### src/rtl/clps_pkg.sv
// Shared types and constants for the clipped line pixel stepper.
package clps_pkg;

  typedef enum logic [2:0] {
    MODE_IDLE  = 3'd0,
    MODE_POINT = 3'd1,
    MODE_VERT  = 3'd2,
    MODE_HORIZ = 3'd3,
    MODE_XMAJ  = 3'd4,
    MODE_YMAJ  = 3'd5
  } mode_t;

  localparam logic CMD_LOAD = 1'b0;
  localparam logic CMD_STEP = 1'b1;

  localparam logic REG_SCREEN_WIDTH  = 1'b0;
  localparam logic REG_SCREEN_HEIGHT = 1'b1;

  localparam int          SCREEN_BITS  = 12;
  localparam logic [11:0] WIDTH_RESET  = 12'd640;
  localparam logic [11:0] HEIGHT_RESET = 12'd480;

  // one step yields at most this many pixels
  localparam int MAX_RESULTS = 3;

  typedef struct packed {
    logic write_enable;
    logic step_last;
    logic line_done;
  } res_flags_t;

endpackage

### src/rtl/clps_engine.sv
// Line state, screen registers and the per-item load/step logic.
module clps_engine
  import clps_pkg::*;
#(
  parameter int COORD_BITS = 12
) (
  input  logic                         clk,
  input  logic                         rst_n,
  input  logic                         cfg_we,
  input  logic                         cfg_index,
  input  logic [SCREEN_BITS-1:0]       cfg_wdata,
  input  logic                         fire,
  input  logic                         item_cmd,
  input  logic signed [COORD_BITS-1:0] item_sx,
  input  logic signed [COORD_BITS-1:0] item_sy,
  input  logic signed [COORD_BITS-1:0] item_ex,
  input  logic signed [COORD_BITS-1:0] item_ey,
  input  logic [31:0]                  item_color,
  output logic [1:0]                   res_cnt,
  output logic signed [COORD_BITS-1:0] res_x [MAX_RESULTS],
  output logic signed [COORD_BITS-1:0] res_y [MAX_RESULTS],
  output res_flags_t                   res_flags [MAX_RESULTS],
  output logic [31:0]                  res_color
);

  localparam int CB = COORD_BITS;
  localparam int CW = (CB > SCREEN_BITS) ? CB : SCREEN_BITS;

  mode_t                mode_r, mode_nxt;
  logic signed [CB-1:0] cur_x_r, cur_x_nxt, cur_y_r, cur_y_nxt;
  logic signed [CB-1:0] end_x_r, end_x_nxt, end_y_r, end_y_nxt;
  logic [CB-1:0]        major_len_r, major_len_nxt, minor_len_r, minor_len_nxt;
  logic [CB:0]          err_r, err_nxt;
  logic                 minor_dir_r, minor_dir_nxt, major_dir_r, major_dir_nxt;
  logic [31:0]          color_r, color_nxt;
  logic [SCREEN_BITS-1:0] scr_w_r, scr_w_nxt, scr_h_r, scr_h_nxt;

  logic                 done;

  function automatic logic signed [CB-1:0] step1(input logic signed [CB-1:0] v,
                                                 input logic down);
    step1 = down ? (v - CB'(1)) : (v + CB'(1));
  endfunction

  function automatic logic on_screen(input logic signed [CB-1:0] x,
                                     input logic signed [CB-1:0] y,
                                     input logic [SCREEN_BITS-1:0] w,
                                     input logic [SCREEN_BITS-1:0] h);
    on_screen = !x[CB-1] && !y[CB-1] &&
                (CW'(unsigned'(x)) < CW'(w)) && (CW'(unsigned'(y)) < CW'(h));
  endfunction

  // load decode
  logic          ld_same_x, ld_same_y, ld_xmaj, ld_swap;
  logic [CB-1:0] ld_dx, ld_dy;
  logic signed [CB-1:0] ld_x1, ld_y1, ld_x2, ld_y2;

  assign ld_same_x = (item_sx == item_ex);
  assign ld_same_y = (item_sy == item_ey);
  assign ld_dx     = (item_sx < item_ex) ? (item_ex - item_sx) : (item_sx - item_ex);
  assign ld_dy     = (item_sy < item_ey) ? (item_ey - item_sy) : (item_sy - item_ey);
  assign ld_xmaj   = (ld_dx >= ld_dy);
  assign ld_swap   = !ld_same_x && !ld_same_y &&
                     (ld_xmaj ? (item_ex < item_sx) : (item_ey < item_sy));
  assign ld_x1     = ld_swap ? item_ex : item_sx;
  assign ld_y1     = ld_swap ? item_ey : item_sy;
  assign ld_x2     = ld_swap ? item_sx : item_ex;
  assign ld_y2     = ld_swap ? item_sy : item_ey;

  // slope step: error update, minor move, then endpoint test
  logic [CB:0]          err_sum, err_step;
  logic                 minor_move, xmaj, slope_end;
  logic signed [CB-1:0] mx, my;

  assign err_sum    = err_r + {1'b0, minor_len_r};
  assign minor_move = (err_sum >= {1'b0, major_len_r});
  assign err_step   = minor_move ? (err_sum - {1'b0, major_len_r}) : err_sum;
  assign xmaj       = (mode_r == MODE_XMAJ);
  assign mx         = (!xmaj && minor_move) ? step1(cur_x_r, minor_dir_r) : cur_x_r;
  assign my         = (xmaj && minor_move) ? step1(cur_y_r, minor_dir_r) : cur_y_r;
  assign slope_end  = xmaj ? (mx == end_x_r) : (my == end_y_r);

  logic signed [CB-1:0] px [MAX_RESULTS];
  logic signed [CB-1:0] py [MAX_RESULTS];

  always_comb begin
    mode_nxt      = mode_r;
    cur_x_nxt     = cur_x_r;
    cur_y_nxt     = cur_y_r;
    end_x_nxt     = end_x_r;
    end_y_nxt     = end_y_r;
    major_len_nxt = major_len_r;
    minor_len_nxt = minor_len_r;
    err_nxt       = err_r;
    minor_dir_nxt = minor_dir_r;
    major_dir_nxt = major_dir_r;
    color_nxt     = color_r;
    scr_w_nxt     = scr_w_r;
    scr_h_nxt     = scr_h_r;
    res_cnt       = 2'd0;
    done          = 1'b0;
    for (int i = 0; i < MAX_RESULTS; i++) begin
      px[i] = cur_x_r;
      py[i] = cur_y_r;
    end

    if (cfg_we) begin
      unique case (cfg_index)
        REG_SCREEN_WIDTH:  scr_w_nxt = cfg_wdata;
        REG_SCREEN_HEIGHT: scr_h_nxt = cfg_wdata;
        default: ;
      endcase
    end

    if (fire) begin
      unique case (item_cmd)
        CMD_LOAD: begin
          color_nxt     = item_color;
          err_nxt       = '0;
          major_dir_nxt = 1'b0;
          minor_dir_nxt = 1'b0;
          cur_x_nxt     = ld_x1;
          cur_y_nxt     = ld_y1;
          end_x_nxt     = ld_x2;
          end_y_nxt     = ld_y2;
          if (ld_same_x && ld_same_y) begin
            mode_nxt = MODE_POINT;
          end else if (ld_same_x) begin
            mode_nxt      = MODE_VERT;
            major_dir_nxt = (item_sy > item_ey);
          end else if (ld_same_y) begin
            mode_nxt      = MODE_HORIZ;
            major_dir_nxt = (item_sx > item_ex);
          end else if (ld_xmaj) begin
            mode_nxt      = MODE_XMAJ;
            major_len_nxt = ld_dx;
            minor_len_nxt = ld_dy;
            minor_dir_nxt = (ld_y2 < ld_y1);
          end else begin
            mode_nxt      = MODE_YMAJ;
            major_len_nxt = ld_dy;
            minor_len_nxt = ld_dx;
            minor_dir_nxt = (ld_x2 < ld_x1);
          end
        end
        CMD_STEP: begin
          case (mode_r)
            MODE_POINT: begin
              res_cnt = 2'd1;
              done    = 1'b1;
            end
            MODE_VERT: begin
              res_cnt = 2'd1;
              if (cur_y_r == end_y_r) done = 1'b1;
              else cur_y_nxt = step1(cur_y_r, major_dir_r);
            end
            MODE_HORIZ: begin
              res_cnt = 2'd1;
              if (cur_x_r == end_x_r) done = 1'b1;
              else cur_x_nxt = step1(cur_x_r, major_dir_r);
            end
            MODE_XMAJ, MODE_YMAJ: begin
              res_cnt = 2'd1 + 2'(minor_move) + 2'(slope_end);
              err_nxt = err_step;
              px[1]   = minor_move ? mx : end_x_r;
              py[1]   = minor_move ? my : end_y_r;
              px[2]   = end_x_r;
              py[2]   = end_y_r;
              if (slope_end) begin
                done      = 1'b1;
                cur_x_nxt = mx;
                cur_y_nxt = my;
              end else begin
                cur_x_nxt = xmaj ? step1(mx, 1'b0) : mx;
                cur_y_nxt = xmaj ? my : step1(my, 1'b0);
              end
            end
            default: ;
          endcase
          if (done) mode_nxt = MODE_IDLE;
        end
        default: ;
      endcase
    end
  end

  always_comb begin
    for (int i = 0; i < MAX_RESULTS; i++) begin
      res_x[i]                  = px[i];
      res_y[i]                  = py[i];
      res_flags[i].write_enable = on_screen(px[i], py[i], scr_w_r, scr_h_r);
      res_flags[i].step_last    = (2'(i + 1) == res_cnt);
      res_flags[i].line_done    = done && (2'(i + 1) == res_cnt);
    end
  end

  assign res_color = color_r;

  always_ff @(posedge clk) begin
    if (!rst_n) begin
      mode_r  <= MODE_IDLE;
      scr_w_r <= WIDTH_RESET;
      scr_h_r <= HEIGHT_RESET;
    end else begin
      mode_r  <= mode_nxt;
      scr_w_r <= scr_w_nxt;
      scr_h_r <= scr_h_nxt;
    end
  end

  always_ff @(posedge clk) begin
    cur_x_r     <= cur_x_nxt;
    cur_y_r     <= cur_y_nxt;
    end_x_r     <= end_x_nxt;
    end_y_r     <= end_y_nxt;
    major_len_r <= major_len_nxt;
    minor_len_r <= minor_len_nxt;
    err_r       <= err_nxt;
    minor_dir_r <= minor_dir_nxt;
    major_dir_r <= major_dir_nxt;
    color_r     <= color_nxt;
  end

endmodule

### src/rtl/clps_result_queue.sv
// Three-slot shifting result buffer that drains one pixel per transfer.
module clps_result_queue
  import clps_pkg::*;
#(
  parameter int COORD_BITS = 12
) (
  input  logic                         clk,
  input  logic                         rst_n,
  input  logic                         push,
  input  logic [1:0]                   push_cnt,
  input  logic signed [COORD_BITS-1:0] push_x [MAX_RESULTS],
  input  logic signed [COORD_BITS-1:0] push_y [MAX_RESULTS],
  input  res_flags_t                   push_flags [MAX_RESULTS],
  input  logic [31:0]                  push_color,
  output logic                         can_take,
  output logic                         q_valid,
  input  logic                         q_ready,
  output logic signed [COORD_BITS-1:0] q_x,
  output logic signed [COORD_BITS-1:0] q_y,
  output logic [31:0]                  q_color,
  output res_flags_t                   q_flags
);

  logic [1:0]                   cnt_r, cnt_nxt;
  logic signed [COORD_BITS-1:0] slot_x_r [MAX_RESULTS];
  logic signed [COORD_BITS-1:0] slot_y_r [MAX_RESULTS];
  res_flags_t                   slot_f_r [MAX_RESULTS];
  logic [31:0]                  color_r;
  logic                         pop;

  assign q_valid  = (cnt_r != 2'd0);
  assign pop      = q_valid && q_ready;
  // room for a whole step's worth once the last pending pixel goes out
  assign can_take = (cnt_r == 2'd0) || ((cnt_r == 2'd1) && q_ready);

  assign q_x     = slot_x_r[0];
  assign q_y     = slot_y_r[0];
  assign q_flags = slot_f_r[0];
  assign q_color = color_r;

  always_comb begin
    cnt_nxt = cnt_r;
    if (push) cnt_nxt = push_cnt;
    else if (pop) cnt_nxt = cnt_r - 2'd1;
  end

  always_ff @(posedge clk) begin
    if (!rst_n) cnt_r <= 2'd0;
    else cnt_r <= cnt_nxt;
  end

  always_ff @(posedge clk) begin
    if (push) begin
      color_r <= push_color;
      for (int i = 0; i < MAX_RESULTS; i++) begin
        slot_x_r[i] <= push_x[i];
        slot_y_r[i] <= push_y[i];
        slot_f_r[i] <= push_flags[i];
      end
    end else if (pop) begin
      for (int i = 0; i < MAX_RESULTS - 1; i++) begin
        slot_x_r[i] <= slot_x_r[i+1];
        slot_y_r[i] <= slot_y_r[i+1];
        slot_f_r[i] <= slot_f_r[i+1];
      end
    end
  end

endmodule

### src/rtl/clipped_line_pixel_stepper.sv
// Top level of the clipped line pixel stepper: input register, line engine, result buffer.
//
// A load item (in_tuser = 0) latches two endpoints and a color and produces no
// pixel; a step item (in_tuser = 1) advances one position along the major axis
// and yields one to three pixels, the last of a step flagged by out_tlast and
// the last of the line by out_tuser[1]. Pixels off the screen set by the
// screen_width/screen_height registers come out with out_tuser[0] low. An item
// is registered on input and its pixels are computed from that register into a
// three-entry result buffer, which offers them on the single result port one
// per transfer. Loads and steps on an idle line yield no pixel and leave the
// port free; the next item enters as the last pixel of a drawing step goes out.
module clipped_line_pixel_stepper
  import clps_pkg::*;
#(
  parameter int COORD_BITS = 12
) (
  input  logic                                       clk,
  input  logic                                       rst_n,
  input  logic                                       in_tvalid,
  output logic                                       in_tready,
  // start_x, start_y, stop_x, stop_y, line_color, zero fill
  input  logic [((4*COORD_BITS+32+7)/8)*8-1:0]       in_tdata,
  // command
  input  logic                                       in_tuser,
  output logic                                       out_tvalid,
  input  logic                                       out_tready,
  // pixel_x, pixel_y, pixel_color, zero fill
  output logic [((2*COORD_BITS+32+7)/8)*8-1:0]       out_tdata,
  // write_enable, line_done
  output logic [1:0]                                 out_tuser,
  output logic                                       out_tlast,
  input  logic                                       cfg_we,
  input  logic                                       cfg_index,
  input  logic [SCREEN_BITS-1:0]                     cfg_wdata
);

  localparam int CB    = COORD_BITS;
  localparam int OUT_W = ((2*CB+32+7)/8)*8;

  logic                 in_valid_r;
  logic                 in_cmd_r;
  logic signed [CB-1:0] in_sx_r, in_sy_r, in_ex_r, in_ey_r;
  logic [31:0]          in_color_r;

  logic                 can_take, fire;
  logic [1:0]           eng_cnt;
  logic signed [CB-1:0] eng_x [MAX_RESULTS];
  logic signed [CB-1:0] eng_y [MAX_RESULTS];
  res_flags_t           eng_flags [MAX_RESULTS];
  logic [31:0]          eng_color;

  logic signed [CB-1:0] q_x, q_y;
  logic [31:0]          q_color;
  res_flags_t           q_flags;

  assign fire      = in_valid_r && can_take;
  assign in_tready = !in_valid_r || can_take;

  always_ff @(posedge clk) begin
    if (!rst_n) in_valid_r <= 1'b0;
    else if (in_tready) in_valid_r <= in_tvalid;
  end

  always_ff @(posedge clk) begin
    if (in_tready && in_tvalid) begin
      in_cmd_r   <= in_tuser;
      in_sx_r    <= in_tdata[CB-1:0];
      in_sy_r    <= in_tdata[2*CB-1:CB];
      in_ex_r    <= in_tdata[3*CB-1:2*CB];
      in_ey_r    <= in_tdata[4*CB-1:3*CB];
      in_color_r <= in_tdata[4*CB+31:4*CB];
    end
  end

  clps_engine #(
    .COORD_BITS(COORD_BITS)
  ) u_engine (
    .clk       (clk),
    .rst_n     (rst_n),
    .cfg_we    (cfg_we),
    .cfg_index (cfg_index),
    .cfg_wdata (cfg_wdata),
    .fire      (fire),
    .item_cmd  (in_cmd_r),
    .item_sx   (in_sx_r),
    .item_sy   (in_sy_r),
    .item_ex   (in_ex_r),
    .item_ey   (in_ey_r),
    .item_color(in_color_r),
    .res_cnt   (eng_cnt),
    .res_x     (eng_x),
    .res_y     (eng_y),
    .res_flags (eng_flags),
    .res_color (eng_color)
  );

  clps_result_queue #(
    .COORD_BITS(COORD_BITS)
  ) u_queue (
    .clk       (clk),
    .rst_n     (rst_n),
    .push      (fire && (eng_cnt != 2'd0)),
    .push_cnt  (eng_cnt),
    .push_x    (eng_x),
    .push_y    (eng_y),
    .push_flags(eng_flags),
    .push_color(eng_color),
    .can_take  (can_take),
    .q_valid   (out_tvalid),
    .q_ready   (out_tready),
    .q_x       (q_x),
    .q_y       (q_y),
    .q_color   (q_color),
    .q_flags   (q_flags)
  );

  assign out_tdata = OUT_W'({q_color, q_y, q_x});
  assign out_tuser = {q_flags.line_done, q_flags.write_enable};
  assign out_tlast = q_flags.step_last;

`ifndef SYNTH
  // a step that yields pixels must show one on the next cycle
  a_push_shows: assert property (@(posedge clk) disable iff (!rst_n)
    fire && (eng_cnt != 2'd0) |=> out_tvalid)
    else $error("computed pixels did not reach the output");

  // the end of a line is always the end of its step
  a_done_is_last: assert property (@(posedge clk) disable iff (!rst_n)
    out_tvalid && out_tuser[1] |-> out_tlast)
    else $error("line_done without step_last");

  // negative columns are never written
  a_neg_clipped: assert property (@(posedge clk) disable iff (!rst_n)
    out_tvalid && out_tdata[CB-1] |-> !out_tuser[0])
    else $error("write enable on a negative column");
`endif

endmodule
### config.mk
export PLATFORM = sky130hd
export DESIGN_NAME = clipped_line_pixel_stepper
export DESIGN_NICKNAME = d
export VERILOG_FILES = /design/src/rtl/clps_pkg.sv /design/src/rtl/clps_engine.sv /design/src/rtl/clps_result_queue.sv /design/src/rtl/clipped_line_pixel_stepper.sv
export SDC_FILE = /design/constraint.sdc
export NUM_CORES = 1
export LEC_CHECK = 0
export BUFFER_PORTS_ARGS = -buffer_cell sky130_fd_sc_hd__buf_2
export CORE_MARGIN = 2
export CORE_UTILIZATION = 45
export DETAILED_ROUTE_END_ITERATION = 10
export PLACE_DENSITY = 0.64
export SLEW_MARGIN = 20
export SYNTH_ARGS = -nofsm -noshare
export SYNTH_HDL_FRONTEND = slang
export SYNTH_SLANG_ARGS = --single-unit
### constraint.sdc
create_clock -name clk -period 10.7 [get_ports clk]
set_input_delay 2.14 -clock clk [delete_from_list [all_inputs] [get_ports clk]]
set_output_delay 2.14 -clock clk [all_outputs]
set_load 0.1 [all_outputs]
# --- Word level (Yosys, flattened, before mapping) ---
# Memory sizes are Yosys's and may differ from the RTL's.
# Index checks and enable logic that the tools add are counted.
word_totals:
  ff_bits: 262
  latch_bits: 0
  ram_bits: 81
  romBits: 0
  input_bits: 99
  memories: 3
memory_table:
  columns: ["name", "depth", "word_bits", "read_ports", "rd_ports_with_merged_regs", "write_ports", "line_no", "text"]
  rows:
  - ["u_queue.slot_x_r", 3, 12, 3, 0, 3, "clps_result_queue.sv:25", "logic signed [COORD_BITS-1:0] slot_x_r [MAX_RESULTS];"]
  - ["u_queue.slot_y_r", 3, 12, 3, 0, 3, "clps_result_queue.sv:26", "logic signed [COORD_BITS-1:0] slot_y_r [MAX_RESULTS];"]
  - ["u_queue.slot_f_r", 3, 3, 3, 0, 3, "clps_result_queue.sv:27", "res_flags_t slot_f_r [MAX_RESULTS];"]
classes:
  addsub: 15
  multipliers: 0
  div_mod_pow: 0
  n_lt_le_gt_ge: 16
  eq_ne: 21
  shift: 0
  muxes: 70
  bitwise_logic: 11
  n_reduce_logical: 49
ops:
  columns: ["cell", "count"]
  rows:
  - ["$mux 12", 26]
  - ["$lt 12x12->1", 12]
  - ["$mux 24", 6]
  - ["$pmux 12 s2", 4]
  - ["$eq 12x12->1", 6]
  - ["$add 12x2->12 const B", 4]
  - ["$sub 12x12->12", 4]
  - ["$mux 13", 2]
  - ["$pmux 13 s2", 1]
  - ["$gt 12x12->1", 2]
  - ["$sub 12x2->12 const B", 2]
  - ["$logic_and 1x1->1", 22]
  - ["$mux 1", 18]
  - ["$mux 3", 6]
  - ["$add 13x12->13", 1]
  - ["$ge 13x12->1", 1]
  - ["$sub 13x12->13", 1]
  - ["$ge 12x12->1", 1]
  - ["$logic_not 1->1", 10]
  - ["$reduce_and 2->1", 5]
  - ["$mux 2", 4]
  - ["$eq 3x2->1 const B", 2]
  - ["$eq 3x3->1 const B", 2]
  - ["$ne 3x1->1 const B", 2]
  - ["other kinds (21)", 38]

# --- Longest topological paths before layout ---
depth:
  word_depth: 15
  ltp_mapped: 34
  depth_no_buf: 33

# --- By module ---
# Synthesis repeated with hierarchy kept, for this count alone.
unflattened:
  cells_unflattened: 2142
  area_unflattened_um2: 21713.3
modules_own_cells:
  columns: ["mod", "instances", "cells_each", "area_per_inst_um2", "seq_area_each_um2"]
  rows:
  - ["clps_engine", 1, 1834, 14770.4, 4113.9]
  - ["clps_result_queue", 1, 220, 4443.0, 3433.3]
  - ["clipped_line_pixel_stepper", 1, 88, 2499.9, 2452.4]

# --- Worst setup path after synthesis ---
# No wires, ideal clock.
synth_timing:
  path_kind: "reg2reg"
  start: "register u_engine.err_r[1]"
  end: "memory u_queue.slot_f_r[0][0] in the netlist's numbering, enable pin"
  setup_time_ps: 418
  t_arrival_ps: 10246
  path_slack_ps: 36
  stages_incl_launch_ff: 27
  path_buffers: 1
  cell_sequence: "edfxtp_1 > ha_1 > a21o_1 > a21oi_1 > o21bai_1 > a21oi_1 > o21bai_1 > a21oi_1 > nor2b_1 > o21a_1 > o41ai_1 > xor2_1 > inv_1 > ha_1 > nand4_1 > nor2_1 > a41oi_1 > inv_1 > a211o_4 > buf_6 > a21oi_4 > nor3_1 > and4bb_4 > nor2_1 > ha_1 > o21ai_0 > nand2b_1"
synth_lines:
  columns: ["element", "line_no", "text"]
  rows:
  - ["start, declared", "clps_engine.sv:33", "logic [CB:0] err_r, err_nxt;"]
  - ["start signal, assigned", "clps_engine.sv:218", "err_r <= err_nxt;"]
  - ["end, declared", "clps_result_queue.sv:27", null]

==> impl_metrics.env <==
export IMPL_cts_resized=0
export IMPL_cts_buffers=39
export IMPL_fin_crit_sh_pct=79.99
export IMPL_drt_wl_total_um=58020
export IMPL_cp_required_ns=10.90
export IMPL_path_clk_slew_ns=0.06
export IMPL_worst_r2r_endpoint="u_queue.slot_x_r[0][10]"
export IMPL_powerDensity_nw_per_um2=291.6
export IMPL_grt_pass1_wl_um=91330
export IMPL_drtPass1Iterations=8
export IMPL_skew_ns=0.02339
export IMPL_place_hpwl_um=44270
export IMPL_rsz0062_at_grt="no"
export IMPL_start_util_pct=45.51
export IMPL_synthCells=2224
export IMPL_crit_slowest_cell="inv_2"
export IMPL_regArea_um2=10000
export IMPL_placed_cell_area_um2=22830
export IMPL_ys_top_cells_by_area="edfxtp_1, ha_1, nand2_1, a21oi_1, xnor2_1"
export IMPL_final_common_cell="nand2_1"
export IMPL_die_area_um2=49960
export IMPL_hold_path_class="flop to flop"
export IMPL_cp_start_kind="flop"
export IMPL_critical_path_class="flop to flop"
export IMPL_drc=0
export IMPL_cts_tree="done"
export IMPL_grt_overflow=0
export IMPL_n_fill_cell=4326
export IMPL_fmax_ghz=0.1168
export IMPL_finalInstanceArea_um2=24200
export IMPL_status="finished clean"
export IMPL_holdCritStartpoint="u_engine.res_color[20]"
export IMPL_leakage_nw=9.691
export IMPL_io_pins=160
export IMPL_yosysTopAreaCell="edfxtp_1"
export IMPL_cts_setup_buffers=0
export IMPL_slew_viol_final=0
export IMPL_syn_nets=2490
export IMPL_min_to="u_queue.q_color[20]"
export IMPL_ant_nets=0
export IMPL_drt_initial_drc_count=1190
export IMPL_ys_ff_latch=343
export IMPL_cap_violations=0
export IMPL_slowest_delay_ns=0.63
export IMPL_final_setup_tns_ns=0
export IMPL_clock_latency_ns=0.58
export IMPL_grt_start_max_net_pins=73
export IMPL_arrival_ns=8.76
export IMPL_placed_cells=2881
export IMPL_synth_top_area_share_pct=43.34
export IMPL_area_growth_pct=11.59
export IMPL_crit_fanout=58
export IMPL_fp_row_count=80
export IMPL_multi_input_area_um2=10550
export IMPL_worst_slew_pin_transition_ns=0.9833
export IMPL_endpoint_kind="flop"
export IMPL_io_buffers=159
export IMPL_wl_per_cell_um=19.65
export IMPL_fp_coreArea_um2=47650
export IMPL_stdcell_count=2953
export IMPL_grt_pass1_vias=16308
export IMPL_synth_top_flop_cell="edfxtp_1"
export IMPL_hold_violations=0
export IMPL_period_needed_ns=8.559
export IMPL_syn_area_per_cell_um2=9.751
export IMPL_relSlewSlack_pct=33.76
export IMPL_layout_common_cells="nand2_1, edfxtp_1, ha_1, buf_2, inv_1"
export IMPL_hold_buffers=0
export IMPL_clockRootBuffer="clkbuf_16"
export IMPL_yosysSeqAreaShare_pct=46.11
export IMPL_grtUsageTotal_pct=23.28
export IMPL_via_per_inst=5.613
export IMPL_die_h_um=223.5
export IMPL_gp_congestion=0.8986
export IMPL_reg2reg_slack_ns=2.14
export IMPL_clock_path_buffers=3
export IMPL_layout_nets=2574
export IMPL_antenna_cells=0
export IMPL_die_x_um=223.5
export IMPL_setup_viol=0
export IMPL_dr_total_vias=16576
export IMPL_whs_path_depth=0
export IMPL_irDropWorstVdd_mv=0.1896
export IMPL_htreeDepth=2
export IMPL_cts_sinks=343
export IMPL_async_reset_ff_share_pct=0
export IMPL_r2r_cells=30
export IMPL_yosys_warnings=0
export IMPL_worst_hold_slack_ns=0.4123
export IMPL_synth_cell_types=83
export IMPL_syn_cell_area_um2=21690
export IMPL_regToRegStartpoint="u_engine.minor_len_r[1]"
export IMPL_synth_edf_count=313
export IMPL_layout_drive_gt1_share_pct=12.79
export IMPL_antenna_found_initial=0
-- registers in the layout, indices dropped and copies added, names as in the netlist, 13 cells and up --
| register | count |
|---|---|
| u_engine.err_r | 13 |
| u_engine.res_color | 32 |
| in_color_r | 32 |
| u_queue.q_color | 32 |
| u_queue.slot_y_r | 36 |
| u_queue.slot_x_r | 36 |
-- where the power goes --
part | internal [W] | switching (W) | total, W
Sequential | 0.00191 | 0.000196 | 0.00211
Clock | 0.000845 | 0.000561 | 0.00141
Combinational | 0.00116 | 0.00238 | 0.00354
-- worst max-delay path, delay by kind of cell, from the launching register on --
family / cells / cell delay, ns
adder cells (fa/ha/maj): 3 / 0.95
AND/OR/NAND/NOR: 9 / 1.76
XOR/XNOR: 1 / 0.25
buffers and inverters: 5 / 1.96
AO/OA/AOI/OAI: 12 / 2.70
flip-flops: 1 / 0.41
-- synth_stat cells, drive strengths merged (6+ instances only) --
cell,number
nand2,325
edfxtp,313
ha,161
inv,150
o21ai,148
a21oi,147
nor2,140
clkbuf,88
xnor2,81
buf,51
nand3,49
a21o,42
mux2i,39
xor2,37
nor3,36
nand4,33
a21boi,30
dfxtp,30
mux2,24
nand2b,24
nor2b,22
a31oi,20
o22ai,20
a211oi,19
o211ai,16
o21bai,15
or3,15
and2,13
and3,12
o21a,12
a2111oi,10
nor4,9
o2111ai,8
o31ai,7
fa,6
or2,6
-- stage by stage --
step / power (W) / worst slack (ns) / util (%)
final: 0.007057 / 2.141 / 50.79
after global routing: 0.007524 / 1.460 / 50.79
after CTS: 0.007071 / 2.109 / 50.75
after detailed placement: 0.005633 / 2.162 / 47.92
after global placement: 0.005541 / 2.355 / 47.92
after floorplan: 0.004771 / 0.03633 / -
-- cell type report --
class,count,share of cell area [%]
Timing Repair Buffer,182,4.017
Sequential cell,343,41.32
Clock buffer,49,4.312
Tap cell,615,3.180
Clock inverter,22,1.262
Multi-Input combinational cell,1592,43.58
Inverter,150,2.327
-- worst max path at each step --
| stage | start | end | slack, ns | depth (start not counted) |
|---|---|---|---|---|
| after CTS | u_engine.minor_len_r[1] | u_queue.slot_y_r[0][11] | 2.11 | 30 |
| after global routing | u_engine.err_r[1] | u_queue.slot_y_r[0][22] | 1.46 | 30 |
| after floorplan | u_engine.err_r[1] | u_queue.slot_f_r[0][0] | 0.04 | 26 |
| after global placement | u_engine.err_r[1] | u_queue.slot_x_r[0][18] | 2.35 | 30 |
| final | u_engine.minor_len_r[1] | u_queue.slot_x_r[0][10] | 2.14 | 30 |
| after detailed placement | u_engine.err_r[1] | u_queue.slot_x_r[0][18] | 2.16 | 30 |
-- routing by layer --
metal | global-route usage [%] | vias to the layer above | routed length, um
met5 | 0 | - | 0
met4 | 6.731 | 0 | 1477
met3 | 2.436 | 86 | 2811
met2 | 38.26 | 475 | 26700
met1 | 32.66 | 7876 | 27030
li1 | - | 8139 | -
-- kinds of logic after synthesis --
logic type / after synthesis / synth area share [%]
muxes: 63 / 3.046
AOI/OAI and AO/OA: 540 / 15.76
and+or+nand+nor: 704 / 14.87
buffers and inverters: 289 / 5.602
xor gates and xnor gates: 118 / 4.766
adders and majority gates: 167 / 9.843
DFF: 343 / 46.11
Note: power is estimated with default switching activity, not from simulation.
